`src/design/vfd_pkg.sv`:
```
// ----------------------------------------------------------------------------
// Viterbi FEC decoder package
// Shared types, trellis constants and small helper functions.
// ----------------------------------------------------------------------------
package vfd_pkg;

  localparam int NUM_STATES     = 8;
  localparam int STEPS_PER_WORD = 16;
  localparam int STEP_W         = 4;
  localparam int MAX_RESULTS    = 5;
  localparam int OQ_DEPTH       = 8;
  localparam int OQ_AW          = 3;
  localparam int OQ_CW          = 4;

  localparam logic [7:0] INIT_METRIC = 8'd100;

  typedef logic [1:0] sym_t;

  // expected symbol on the branch into state d, from source d>>1 and (d>>1)+4
  localparam sym_t BRANCH_SYM [NUM_STATES][2] = '{
    '{2'd0, 2'd3}, '{2'd3, 2'd0}, '{2'd1, 2'd2}, '{2'd2, 2'd1},
    '{2'd3, 2'd0}, '{2'd0, 2'd3}, '{2'd2, 2'd1}, '{2'd1, 2'd2}
  };

  typedef enum logic [1:0] {
    ST_IDLE,
    ST_RUN,
    ST_FLUSH,
    ST_NORM
  } state_t;

  typedef struct packed {
    logic load;
    logic step;
    logic flush;
    logic norm;
  } cmd_t;

  typedef struct packed {
    logic go;
    logic flush_hit;
    logic flush_more;
  } stat_t;

  typedef struct packed {
    logic [7:0] data;
    logic       last;
    logic       done;
  } res_t;

  function automatic logic [1:0] sym_dist(sym_t a, sym_t b);
    sym_t x;
    x = a ^ b;
    return {1'b0, x[0]} + {1'b0, x[1]};
  endfunction

  // reorder so that trellis symbol s sits in bits 31-2s..30-2s
  function automatic logic [31:0] deinterleave(logic [31:0] w);
    logic [31:0] r;
    r = '0;
    for (int s = 0; s < STEPS_PER_WORD; s++) begin
      r[30 - 2 * s +: 2] = w[8 * (3 - (s % 4)) + 2 * (s / 4) +: 2];
    end
    return r;
  endfunction

endpackage

```
`src/design/viterbi_fec_decoder.sv`:
```
// ----------------------------------------------------------------------------
// Viterbi FEC decoder, rate 1/2, 8 states, hard decision
// Decodes interleaved 4-byte coded words into payload bytes.
// ----------------------------------------------------------------------------
// A coded word is taken while the controller is idle, then the single 8-way
// add-compare-select unit runs one trellis step per cycle for the 16 symbols
// of the word, followed by metric normalization. At the end of a packet the
// flush replaces the remaining steps and normalization. A word that arrives
// when no packet is open is consumed but yields no beat.
// Decoded bytes go to an 8-entry output queue; a new word is taken only when
// the queue has room for the five bytes one word can produce.
module viterbi_fec_decoder #(
  parameter int PATH_BITS         = 32,
  parameter int MAX_MESSAGE_BYTES = 1023
) (
  input  logic        clk,
  input  logic        rst_n,
  input  logic        in_valid,
  output logic        in_ready,
  input  logic [31:0] in_coded_word,
  input  logic        in_packet_start,
  input  logic [9:0]  in_message_length,
  output logic        out_valid,
  input  logic        out_ready,
  output logic [7:0]  out_decoded_byte,
  output logic        out_last_of_word,
  output logic        out_packet_done
);
  import vfd_pkg::*;

  cmd_t  cmd;
  stat_t stat;
  logic  room;
  logic  push;
  res_t  push_res;
  res_t  out_res;

  vfd_ctrl u_ctrl (
    .clk      (clk),
    .rst_n    (rst_n),
    .in_valid (in_valid),
    .in_ready (in_ready),
    .room     (room),
    .stat     (stat),
    .cmd      (cmd)
  );

  vfd_datapath #(
    .PATH_BITS         (PATH_BITS),
    .MAX_MESSAGE_BYTES (MAX_MESSAGE_BYTES)
  ) u_datapath (
    .clk               (clk),
    .rst_n             (rst_n),
    .in_coded_word     (in_coded_word),
    .in_packet_start   (in_packet_start),
    .in_message_length (in_message_length),
    .cmd               (cmd),
    .stat              (stat),
    .push              (push),
    .push_res          (push_res)
  );

  vfd_outq u_outq (
    .clk       (clk),
    .rst_n     (rst_n),
    .push      (push),
    .push_res  (push_res),
    .room      (room),
    .out_valid (out_valid),
    .out_ready (out_ready),
    .out_res   (out_res)
  );

  assign out_decoded_byte = out_res.data;
  assign out_last_of_word = out_res.last;
  assign out_packet_done  = out_res.done;

endmodule

```
`src/design/vfd_ctrl.sv`:
```
// ----------------------------------------------------------------------------
// Viterbi FEC decoder controller
// Sequences load, trellis steps, flush and normalization of one coded word.
// ----------------------------------------------------------------------------
module vfd_ctrl (
  input  logic           clk,
  input  logic           rst_n,
  input  logic           in_valid,
  output logic           in_ready,
  input  logic           room,
  input  vfd_pkg::stat_t stat,
  output vfd_pkg::cmd_t  cmd
);
  import vfd_pkg::*;

  state_t            state_r, state_nxt;
  logic [STEP_W-1:0] step_r, step_nxt;
  logic              accept;

  assign accept = in_valid && in_ready;

  always_ff @(posedge clk) begin
    if (!rst_n) begin
      state_r <= ST_IDLE;
      step_r  <= '0;
    end else begin
      state_r <= state_nxt;
      step_r  <= step_nxt;
    end
  end

  always_comb begin
    state_nxt = state_r;
    step_nxt  = step_r;
    case (state_r)
      ST_IDLE: begin
        step_nxt = '0;
        if (accept && stat.go) begin
          state_nxt = ST_RUN;
        end
      end
      ST_RUN: begin
        step_nxt = step_r + STEP_W'(1);
        if (stat.flush_hit) begin
          state_nxt = ST_FLUSH;
        end else if (step_r == STEP_W'(STEPS_PER_WORD - 1)) begin
          state_nxt = ST_NORM;
        end
      end
      ST_FLUSH: begin
        if (!stat.flush_more) begin
          state_nxt = ST_IDLE;
        end
      end
      ST_NORM: begin
        state_nxt = ST_IDLE;
      end
      default: begin
        state_nxt = ST_IDLE;
      end
    endcase
  end

  always_comb begin
    cmd      = '0;
    in_ready = 1'b0;
    case (state_r)
      ST_IDLE: begin
        in_ready = room;
        cmd.load = accept;
      end
      ST_RUN:   cmd.step  = 1'b1;
      ST_FLUSH: cmd.flush = 1'b1;
      ST_NORM:  cmd.norm  = 1'b1;
      default:  cmd       = '0;
    endcase
  end

endmodule

```
`src/design/vfd_datapath.sv`:
```
// ----------------------------------------------------------------------------
// Viterbi FEC decoder datapath
// Path metrics, survivor paths, 8-way add-compare-select, byte extraction.
// ----------------------------------------------------------------------------
module vfd_datapath #(
  parameter int PATH_BITS         = 32,
  parameter int MAX_MESSAGE_BYTES = 1023
) (
  input  logic           clk,
  input  logic           rst_n,
  input  logic [31:0]    in_coded_word,
  input  logic           in_packet_start,
  input  logic [9:0]     in_message_length,
  input  vfd_pkg::cmd_t  cmd,
  output vfd_pkg::stat_t stat,
  output logic           push,
  output vfd_pkg::res_t  push_res
);
  import vfd_pkg::*;

  localparam int BR_W   = $clog2(MAX_MESSAGE_BYTES + 1);
  localparam int CMP_W  = (BR_W > 10) ? BR_W : 10;
  localparam int HELD_W = $clog2(PATH_BITS + 1);
  localparam int IDX_W  = $clog2(PATH_BITS);

  logic [7:0]           metric_r [NUM_STATES];
  logic [7:0]           metric_nxt [NUM_STATES];
  logic [PATH_BITS-1:0] path_r [NUM_STATES];
  logic [PATH_BITS-1:0] path_nxt [NUM_STATES];
  logic [31:0]          sym_r, sym_nxt;
  logic [HELD_W-1:0]    held_r, held_nxt;
  logic [BR_W-1:0]      br_r, br_nxt;
  logic                 fin_r, fin_nxt;
  logic                 pend_valid_r, pend_valid_nxt;
  logic [7:0]           pend_byte_r, pend_byte_nxt;

  logic [7:0]           nm [NUM_STATES];
  logic [PATH_BITS-1:0] np [NUM_STATES];
  logic [PATH_BITS-1:0] src_path [NUM_STATES];
  logic [7:0]           c0 [NUM_STATES];
  logic [7:0]           c1 [NUM_STATES];
  sym_t                 sym;
  logic [CMP_W-1:0]     len_ext;
  logic [BR_W-1:0]      len_sat;
  logic [HELD_W-1:0]    held_inc, held_after;
  logic [BR_W-1:0]      br_after;
  logic                 emit;
  logic [IDX_W-1:0]     fidx;
  logic [7:0]           flush_byte;
  logic [7:0]           min_m;

  assign sym     = sym_r[31:30];
  assign len_ext = CMP_W'(in_message_length);
  assign len_sat = (len_ext > CMP_W'(MAX_MESSAGE_BYTES)) ? BR_W'(MAX_MESSAGE_BYTES)
                                                         : BR_W'(len_ext);

  always_comb begin
    for (int d = 0; d < NUM_STATES; d++) begin
      c0[d] = metric_r[d / 2] + {6'd0, sym_dist(sym, BRANCH_SYM[d][0])};
      c1[d] = metric_r[d / 2 + 4] + {6'd0, sym_dist(sym, BRANCH_SYM[d][1])};
      if (c0[d] <= c1[d]) begin
        nm[d]       = c0[d];
        src_path[d] = path_r[d / 2];
      end else begin
        nm[d]       = c1[d];
        src_path[d] = path_r[d / 2 + 4];
      end
      np[d] = {src_path[d][PATH_BITS-2:0], 1'(d % 2)};
    end
  end

  always_comb begin
    min_m = 8'hFF;
    for (int d = 0; d < NUM_STATES; d++) begin
      if (metric_r[d] < min_m) begin
        min_m = metric_r[d];
      end
    end
  end

  assign held_inc   = held_r + HELD_W'(1);
  assign emit       = (held_inc == HELD_W'(PATH_BITS));
  assign held_after = emit ? (held_inc - HELD_W'(8)) : held_inc;
  assign br_after   = (emit && br_r != '0) ? (br_r - BR_W'(1)) : br_r;
  assign fidx       = IDX_W'(held_r - HELD_W'(8));
  assign flush_byte = path_r[0][fidx +: 8];

  assign stat.go         = in_packet_start ? (len_sat != '0) : !fin_r;
  assign stat.flush_hit  = (br_after <= BR_W'(3)) &&
                           (held_after == ((HELD_W'(br_after) << 3) + HELD_W'(3)));
  assign stat.flush_more = (held_r >= HELD_W'(8));

  always_comb begin
    metric_nxt     = metric_r;
    path_nxt       = path_r;
    sym_nxt        = sym_r;
    held_nxt       = held_r;
    br_nxt         = br_r;
    fin_nxt        = fin_r;
    pend_valid_nxt = pend_valid_r;
    pend_byte_nxt  = pend_byte_r;
    push           = 1'b0;
    push_res       = '{data: pend_byte_r, last: 1'b0, done: 1'b0};

    if (cmd.load) begin
      sym_nxt = deinterleave(in_coded_word);
      if (in_packet_start) begin
        for (int d = 0; d < NUM_STATES; d++) begin
          metric_nxt[d] = (d == 0) ? 8'd0 : INIT_METRIC;
          path_nxt[d]   = '0;
        end
        held_nxt = '0;
        br_nxt   = len_sat;
        fin_nxt  = (len_sat == '0);
      end
    end

    if (cmd.step) begin
      metric_nxt = nm;
      path_nxt   = np;
      sym_nxt    = {sym_r[29:0], 2'b00};
      held_nxt   = held_after;
      br_nxt     = br_after;
      if (emit) begin
        push           = pend_valid_r;
        pend_valid_nxt = 1'b1;
        pend_byte_nxt  = np[0][PATH_BITS-1 -: 8];
      end
    end

    if (cmd.flush) begin
      if (held_r >= HELD_W'(8)) begin
        push           = pend_valid_r;
        pend_valid_nxt = 1'b1;
        pend_byte_nxt  = flush_byte;
        held_nxt       = held_r - HELD_W'(8);
        br_nxt         = (br_r != '0) ? (br_r - BR_W'(1)) : br_r;
      end else begin
        fin_nxt        = 1'b1;
        push           = pend_valid_r;
        push_res.last  = 1'b1;
        push_res.done  = 1'b1;
        pend_valid_nxt = 1'b0;
      end
    end

    if (cmd.norm) begin
      for (int d = 0; d < NUM_STATES; d++) begin
        metric_nxt[d] = metric_r[d] - min_m;
      end
      push           = pend_valid_r;
      push_res.last  = 1'b1;
      pend_valid_nxt = 1'b0;
    end
  end

  always_ff @(posedge clk) begin
    if (!rst_n) begin
      held_r       <= '0;
      br_r         <= '0;
      fin_r        <= 1'b1;
      pend_valid_r <= 1'b0;
    end else begin
      held_r       <= held_nxt;
      br_r         <= br_nxt;
      fin_r        <= fin_nxt;
      pend_valid_r <= pend_valid_nxt;
    end
  end

  always_ff @(posedge clk) begin
    metric_r    <= metric_nxt;
    path_r      <= path_nxt;
    sym_r       <= sym_nxt;
    pend_byte_r <= pend_byte_nxt;
  end

endmodule

```
`src/design/vfd_outq.sv`:
```
// ----------------------------------------------------------------------------
// Viterbi FEC decoder output queue
// Eight-entry FIFO of decoded bytes; reports room for one full coded word.
// ----------------------------------------------------------------------------
module vfd_outq (
  input  logic          clk,
  input  logic          rst_n,
  input  logic          push,
  input  vfd_pkg::res_t push_res,
  output logic          room,
  output logic          out_valid,
  input  logic          out_ready,
  output vfd_pkg::res_t out_res
);
  import vfd_pkg::*;

  res_t             mem_r [OQ_DEPTH];
  logic [OQ_AW-1:0] wr_r, rd_r;
  logic [OQ_CW-1:0] cnt_r, cnt_nxt;
  logic             pop;

  assign out_valid = (cnt_r != '0);
  assign out_res   = mem_r[rd_r];
  assign pop       = out_valid && out_ready;
  assign room      = (cnt_r <= OQ_CW'(OQ_DEPTH - MAX_RESULTS));

  always_comb begin
    cnt_nxt = cnt_r;
    if (push && !pop) begin
      cnt_nxt = cnt_r + OQ_CW'(1);
    end else if (pop && !push) begin
      cnt_nxt = cnt_r - OQ_CW'(1);
    end
  end

  always_ff @(posedge clk) begin
    if (!rst_n) begin
      wr_r  <= '0;
      rd_r  <= '0;
      cnt_r <= '0;
    end else begin
      cnt_r <= cnt_nxt;
      if (push) begin
        wr_r <= wr_r + OQ_AW'(1);
      end
      if (pop) begin
        rd_r <= rd_r + OQ_AW'(1);
      end
    end
  end

  always_ff @(posedge clk) begin
    if (push) begin
      mem_r[wr_r] <= push_res;
    end
  end

endmodule
```
`config.mk`:
```
export PLATFORM = sky130hd
export DESIGN_NAME = viterbi_fec_decoder
export DESIGN_NICKNAME = d
export VERILOG_FILES = /design/src/design/vfd_pkg.sv /design/src/design/viterbi_fec_decoder.sv /design/src/design/vfd_ctrl.sv /design/src/design/vfd_datapath.sv /design/src/design/vfd_outq.sv
export SDC_FILE = /design/constraint.sdc
export NUM_CORES = 1
export LEC_CHECK = 0
export ABC_CLOCK_PERIOD_IN_PS = 19500
export BUFFER_PORTS_ARGS = -buffer_cell sky130_fd_sc_hd__buf_2
export CAP_MARGIN = 20
export CORE_MARGIN = 5
export CORE_UTILIZATION = 56
export CTS_CLUSTER_DIAMETER = 60
export DETAILED_ROUTE_END_ITERATION = 10
export PLACE_DENSITY = 0.72
export SYNTH_ARGS = -nofsm -noshare
export SYNTH_HDL_FRONTEND = slang
export SYNTH_SLANG_ARGS = --single-unit
```
`constraint.sdc`:
```
create_clock -name clk -period 19.5 [get_ports clk]
set_input_delay 0.975 -clock clk [delete_from_list [all_inputs] [get_ports clk]]
set_output_delay 0.975 -clock clk [all_outputs]
set_load 0.02 [all_outputs]
```
### Word level (Yosys, flattened, before mapping)

Memory sizes are Yosys's and may differ from the RTL's. A register that Yosys moved wholly into a read port is not among the register bits.
Index checks and enable logic that the tools add are counted.

* flip-flop bits (word level): 380
* RAM bits: 80
* input bits: 47
* output and inout port bits: 12
* logic and storage cells: 216
* memories kept: 1

* add/subtract/negate cells: 38
* magnitude comparators: 20
* equality and inequality tests: 10
* shift-type cells: 1
* muxes and demuxes: 84
* bitwise logic cells: 4
* reduce and logical (&&, ||, !) cells: 29

Memory list
* u_outq.mem_r: depth 8, bits a word 10, read ports 1, clocked after Yosys merged registers in 1, wr ports 1, line vfd_outq.sv:17 `res_t mem_r [OQ_DEPTH];`

Operator list (count)
* $mux W256: 3
* $mux W64: 4
* $mux W31: 8
* $mux W8: 20
* $add A8 B2 Y8: 16
* $mux W10: 8
* $le A8 B8 Y1: 8
* $mux W32: 2
* $sub A8 B8 Y8: 8
* $lt A8 B8 Y1: 7
* $mux W6: 6
* $shiftx A32 B6 Y8: 1
* $mux W1: 21
* $reduce_bool A10 Y1: 2
* $mux W2: 6
* $reduce_bool A2 Y1: 6
* $sub A6 B4 Y6 const B: 2
* $gt A10 B10 Y1 const B: 1
* $le A10 B2 Y1 const B: 1
* $logic_not A10 Y1: 1
* $sub A10 B1 Y10 const B: 1
* $add A1 B1 Y2: 4
* $add A4 B1 Y4 const B: 2
* $lt A8 B8 Y1 const B: 1
* 28 further kinds: 47

### Depth between registers and ports, before layout

Gate-level depths: netlist (run 1).

* depth in word-level cells: 18
* gate-level depth with buffers: 82

### Cells and area by module

A second synthesis (run 1) with hierarchy kept.

* cells, all modules: 2893
* area, all modules: 30090.1 um^2

Modules (own cells, without submodules)
* vfd_datapath: instances 1, cells each 2670, area an instance 26116.3 um^2, seq. area each 9919.5 um^2
* vfd_outq: instances 1, cells each 185, area an instance 3641.0 um^2, seq. area each 2662.6 um^2
* vfd_ctrl: instances 1, cells each 38, area an instance 332.8 um^2, seq. area each 120.1 um^2

### Worst setup path before layout (run 1)

No wires, ideal clock.

* path type: flip-flop to flip-flop
* from: register u_datapath.metric_r[59] (netlist name)
* to: register u_datapath.metric_r[22] (netlist name), data pin
* library setup time: 0.258 ns
* arrival: 16.147 ns
* required time: 19.242 ns
* setup slack: 3.095 ns
* stages on the path, launching flop included: 77
* path buffers: 9
* path through: edfxtp_1 > clkbuf_1 > inv_1 > ha_1 > a21oi_1 > a311oi_2 > nor2_1 > clkbuf_1 > a21oi_1 > ha_1 > and4_1 > clkbuf_1 > nand2_1 > nor3b_1 > a221oi_2 > and2_4 > nand3_4 > clkbuf_1 > [... 41 more ...] > a21o_1 > a21o_1 > a221o_1 > a31oi_1 > o21a_1 > buf_6 > clkbuf_1 > clkbuf_1 > o21ai_0 > ha_1 > inv_1 > ha_1 > a21oi_1 > maj3_1 > maj3_2 > maj3_2 > a211o_1 > o221a_2

RTL lines
* start: declaration: line vfd_datapath.sv:26 `logic [7:0] metric_r [NUM_STATES];`
* start signal: assignment: line vfd_datapath.sv:172 `metric_r <= metric_nxt;`

==> out/metrics.yaml, run 1 <==
synth_nets: 3161
via_count: 22800
track_usage_pct: 26.4
hpwlAfterDp_mm: 55.2
timing.fmax_mhz: 55.6
synth-seq-cells: 439
crit_fanout: 24
required_ps: 19860
wl_mm: 79.9
worstMarginPinSlew_ps: 1130
ios: 59
path_common_cell: "ha_1"
synth_area_per_cell_um2: 10.3
die_x_um: 243
setup_viol: 0
clock_path_buffers: 3
synthCells: 2937
antenna_left: 0
max-cap-violations: 0
endpoint_kind: "flop"
crit_family: "compound AO/OA/AOI/OAI gates"
crit_path_top_delay_cell: "nor2_1"
holdWs_ps: 479
cts-htree-levels: 2
overflow: 0
drt_iter0_markers: 1776
layout.nets: 3121
hold_viol_final: 0
crit_buf_inv: 8
relSlewSlack_pct: 24.3
yosys_warnings: 0
wl_per_cell_um: 22.0
fin_skew_ps: 24.0
synth_edf_count: 391
layout_common_cells: "391 x edfxtp_1, 261 x mux2i_1, 233 x nand2_1"
synth-seq-area-share_pct: 42.0
slowest_delay_ps: 730
area_growth_pct: 8.53
first_pass_iters: 6
ctsHoldBuffers: 0
insertion_delay_ps: 610
async_flop_share_pct: 0
cts_made_buffers: 52
routed_via_density: 6.25
outcome: "complete, no violations"
drv_slew: 0
io_buffers: 58
fp-row-count: 85
finalCritPeriodShare_pct: 92.3
rsz0062_at_grt: "no"
worst_slack_ps: 1510
synth_flop_cell: "edfxtp_1"
drcViolationCount: 0
min_period_ps: 17990
mostFrequentLayoutCell: "edfxtp_1"
cp.arrival_ps: 18350
crit_path_start_kind: "flop"
initial_core_util_pct: 56.4
clk_pin_slew_ps: 60
gp_congestion: 0.918
hold_class: "reg -> reg"
synth_cell_type_count: 104
cts-resized-gates: 0
dp_slack_ps: 1810
grt_pass1_vias: 22600
post-cts-setup-buffers: 0
die_h_um: 243
setup.worst_path.class: "reg -> reg"
grt_start_max_net_pins: 227
cts_tree: "yes"
cts_sinks: 439
antenna_found_initial: 2
fin_tns_setup_ps: 0
netlist_area_um2: 30300
cts_root_buffer: "clkbuf_16"
core_area_um2: 53700
grt_pass1_wl_mm: 126
layout-drive-gt1-share_pct: 10.2
die_area_um2: 58800
## synth_stat cells, types with 38 or more instances
master / instances / area share (%)
mux2i_1: 261 / 8.6
clkbuf_1: 142 / 1.8
xnor2_1: 155 / 4.5
o21ai_0: 112 / 1.9
nand3_1: 64 / 1.1
nand2_1: 239 / 3.0
xor2_1: 43 / 1.2
ha_1: 160 / 6.6
nor2_1: 192 / 2.4
a21oi_1: 177 / 2.9
a21o_1: 38 / 0.94
dfxtp_1: 48 / 3.2
edfxtp_1: 391 / 39
nor2b_1: 221 / 4.6
inv_1: 100 / 1.2
## state kept, by name, summed over array words and instances (netlist names), named ones only
register	count
u_ctrl.state_r	2
u_ctrl.step_r	4
u_datapath.br_r	10
u_datapath.fin_r	1
u_datapath.held_r	6
u_datapath.metric_r	64
u_datapath.path_r	218
u_datapath.pend_byte_r	8
u_datapath.pend_valid_r	1
u_datapath.sym_r	32
u_outq.cnt_r	4
u_outq.mem_r	80
u_outq.rd_r	3
u_outq.wr_r	3
## kinds of logic after synthesis
kind of cell    after synthesis  synth area share [%]
fa+ha+maj                   210                  8.89
flops                       439                  42.0
compound gates              594                  12.8
xor+xnor                    198                  5.73
mux                         319                  12.1
simple gates                888                  14.8
buf+inv                     289                  3.78
## through the flow
step | cells | util [%] | instance area (µm²)
detailed placement | 3537 | 57.7 | 31000
finish | 3638 | 61.2 | 32900
CTS | 3635 | 61.1 | 32800
global route | 3638 | 61.2 | 32900
floorplan | 2937 | - | 30300
global placement | 3537 | 57.7 | 31000
## worst register-to-register path: cells and delay by family, from the launching register on
kind / cells / cell delay [ps]
AOI/OAI and AO/OA: 28 / 6910
adders and majority gates: 12 / 3550
buffers and inverters: 8 / 1130
DFF: 1 / 610
muxes: 3 / 1180
and+or+nand+nor: 17 / 4320
## area by class of cell
class | instances | area (µm²)
tap | 696 | 871
clock buffer | 64 | 1380
clock inverter | 34 | 447
fill | 4339 | 20800
antenna | 1 | 2.50
multi-input combinational | 2209 | 16500
inverter | 105 | 402
timing repair buffer | 90 | 547
sequential | 439 | 12700
## final timing paths
| kind | endpoint | startpoint | cells past startpoint | slack (ps) |
|---|---|---|---|---|
| max | u_datapath.metric_r[22] | u_datapath.metric_r[60] | 68 | 1510 |
| min | u_datapath.path_r[64] | u_datapath.path_r[64] | 1 | 480 |
| max reg2reg | u_datapath.metric_r[22] | u_datapath.metric_r[60] | 68 | 1510 |
| min reg2reg | u_datapath.path_r[64] | u_datapath.path_r[64] | 1 | 480 |
## routing by layer
| layer | vias to the layer above | global-route usage (%) | wire, µm |
|---|---|---|---|
| li1 | 10700 | - | - |
| met1 | 11200 | 35.7 | 34300 |
| met2 | 746 | 44.5 | 38500 |
| met3 | 157 | 3.98 | 4880 |
| met4 | 2 | 7.45 | 2160 |
| met5 | - | 0 | 13 |
Power of run 1 is not shown: default switching activity piles up to over one toggle a cycle in this logic, so the estimate is an artifact.
==> run 2: changes to the inputs <==
- CORE_MARGIN: 5 -> not set
- CTS_BUF_LIST: not set -> sky130_fd_sc_hd__clkbuf_8
==> run 2 against run 1 <==
  * Die area is 6.5% lower
  * Sequential share of layout area is 0.37 points higher
  * Register-to-register slack better by 160 ps
  * Cell area is 0.96% lower
  * Critical path type unchanged
  * Highest routed layer is now met4
==> out/metrics.yaml, run 2 (synthesized netlist as in run 1, its figures left out) <==
outcome: "complete, no violations"  # unchanged
largest_reg_flops: 218  # unchanged
crit_path_top_delay_cell: "nor2_1"  # unchanged
insertion_delay_ps: 680  # was 610 ps
cts_made_buffers: 79  # was 52
routed_via_density: 6.22  # was 6.25
crit_fanout: 28  # was 24
timing.fmax_mhz: 56.1  # was 55.6 MHz
drv_slew: 0  # unchanged
initial_core_util_pct: 57.2  # was 56.4%
worstMarginPinSlew_ps: 1100  # was 1130 ps
grt_start_max_net_pins: 128  # was 227
cts_root_buffer: "clkbuf_8"  # was clkbuf_16
overflow: 0  # unchanged
die_area_um2: 55000  # was 58800 µm²
endpoint_kind: "flop"  # unchanged
nFillCells: 4430  # was 4339
die_x_um: 235  # was 243 µm
track_usage_pct: 28.4  # was 26.4%
via_count: 22800  # about the same
setup_viol: 0  # unchanged
drcViolationCount: 0  # unchanged
hold_class: "reg -> reg"  # unchanged
cts_sinks: 439  # unchanged
first_pass_iters: 6  # unchanged
cts_tree: "yes"  # unchanged
core_area_um2: 53000  # was 53700 µm²
antenna_left: 0  # unchanged
cts-htree-levels: 3  # was 2
mostFrequentLayoutCell: "edfxtp_1"  # unchanged
max-cap-violations: 0  # unchanged
min-delay-start: "u_datapath.path_r[64]"  # unchanged
layout.nets: 3147  # was 3121
min_period_ps: 17830  # was 17990 ps
regToRegStartpoint: "u_datapath.metric_r[60]"  # unchanged
ios: 59  # unchanged
layout_common_cells: "391 x edfxtp_1, 261 x mux2i_1, 234 x nand2_1"  # was 391 x edfxtp_1, 261 x mux2i_1, 233 x nand2_1
die_h_um: 235  # was 243 µm
grt_pass1_wl_mm: 122  # was 126 mm
relSlewSlack_pct: 26.5  # was 24.3%
fin_skew_ps: 41.4  # was 24.0 ps
reg_top3: "u_datapath.path_r (218), u_outq.mem_r (80), u_datapath.metric_r (64)"  # unchanged
cp.arrival_ps: 18260  # was 18350 ps
crit_path_start_kind: "flop"  # unchanged
clk_pin_slew_ps: 60  # about the same
slowest_delay_ps: 720  # was 730 ps
wl_mm: 77.9  # was 79.9 mm
wl_per_cell_um: 21.2  # was 22.0 µm
clock_path_buffers: 3  # unchanged
finalCritPeriodShare_pct: 91.4  # was 92.3%
regMostFlops: "u_datapath.path_r"  # unchanged
gp_congestion: 0.929  # was 0.918
cts-resized-gates: 0  # unchanged
fp-row-count: 84  # was 85
rsz0062_at_grt: "no"  # unchanged
post-cts-setup-buffers: 0  # unchanged
fin_tns_setup_ps: 0  # unchanged
drt_iter0_markers: 1903  # was 1776
area_growth_pct: 7.49  # was 8.53%
grt_pass1_vias: 22400  # was 22600
path_common_cell: "ha_1"  # unchanged
hold_viol_final: 0  # unchanged
layout-drive-gt1-share_pct: 11.0  # was 10.2%
antenna_found_initial: 1  # was 2
setup.worst_path.class: "reg -> reg"  # unchanged
ctsHoldBuffers: 0  # unchanged
io_buffers: 58  # unchanged
required_ps: 19920  # was 19860 ps
hpwlAfterDp_mm: 54.5  # was 55.2 mm
worstSetupStartpoint: "u_datapath.metric_r[60]"  # unchanged
-- run 2: changes by cell type in the layout (fill, tap and decap cells not counted), moves of 2 or more --
cell        previous run  this run
inv_6                  4         1
inv_8                  3         1
clkinvlp_4             1         3
clkinv_1              14        19
clkinv_4               2         0
bufinv_16              9         3
clkinv_2               6        17
clkbuf_16             53         0
clkinv_8               0         2
clkbuf_1              10         0
inv_1                 99       113
clkbuf_8               1        85
-- run 2: layout make-up --
| cell class | instances | area, µm² | share of cell area [%] |
|---|---|---|---|
| clock inverter | 54 | 344 | 1.06 |
| inverter | 105 | 402 | 1.23 |
| multi-input combinational | 2209 | 16500 | 50.7 |
| tap | 688 | 861 | 2.65 |
| clock buffer | 85 | 1170 | 3.59 |
| sequential | 439 | 12700 | 39.0 |
| timing repair buffer | 89 | 559 | 1.72 |
| antenna | 1 | 2.50 | 0.00769 |
-- run 2: worst paths after layout --
path | endpoint | cells after the start | slack, ps
max reg2reg | u_datapath.metric_r[22] | 66 | 1670
min reg2reg | u_datapath.path_r[64] | 1 | 460
max | u_datapath.metric_r[22] | 66 | 1670
min | u_datapath.path_r[64] | 1 | 460
-- run 2: per-layer routing --
metal	up-vias	wire [µm]	GRT usage (%)
met3	172	4490	4.29
li1	10700	-	-
met4	0	2550	10.5
met5	-	0	0
met1	11200	34100	38.2
met2	767	36800	46.3
-- run 2: stage by stage --
stage | util, % | setup WS (ps) | hold slack, ps | std cells | instance area (µm²)
after floorplan | - | 3090 | 418 | 2937 | 30300
after global placement | 58.5 | 2520 | 437 | 3527 | 31000
after detailed placement | 58.5 | 1880 | 432 | 3527 | 31000
after CTS | 61.3 | 1860 | 455 | 3666 | 32500
after global routing | 61.4 | 267 | 477 | 3670 | 32500
final | 61.4 | 1670 | 462 | 3670 | 32500
-- run 2: worst max-delay path, delay by kind of cell (launching register included) --
| kind | cells | cell delay (ps) |
|---|---|---|
| flip-flops | 1 | 590 |
| adder cells (fa/ha/maj) | 12 | 3550 |
| AO/OA/AOI/OAI | 28 | 7370 |
| AND/OR/NAND/NOR | 15 | 3690 |
| buffers and inverters | 8 | 1120 |
| multiplexers | 3 | 1200 |
Power of run 2 is left out for the same reason.
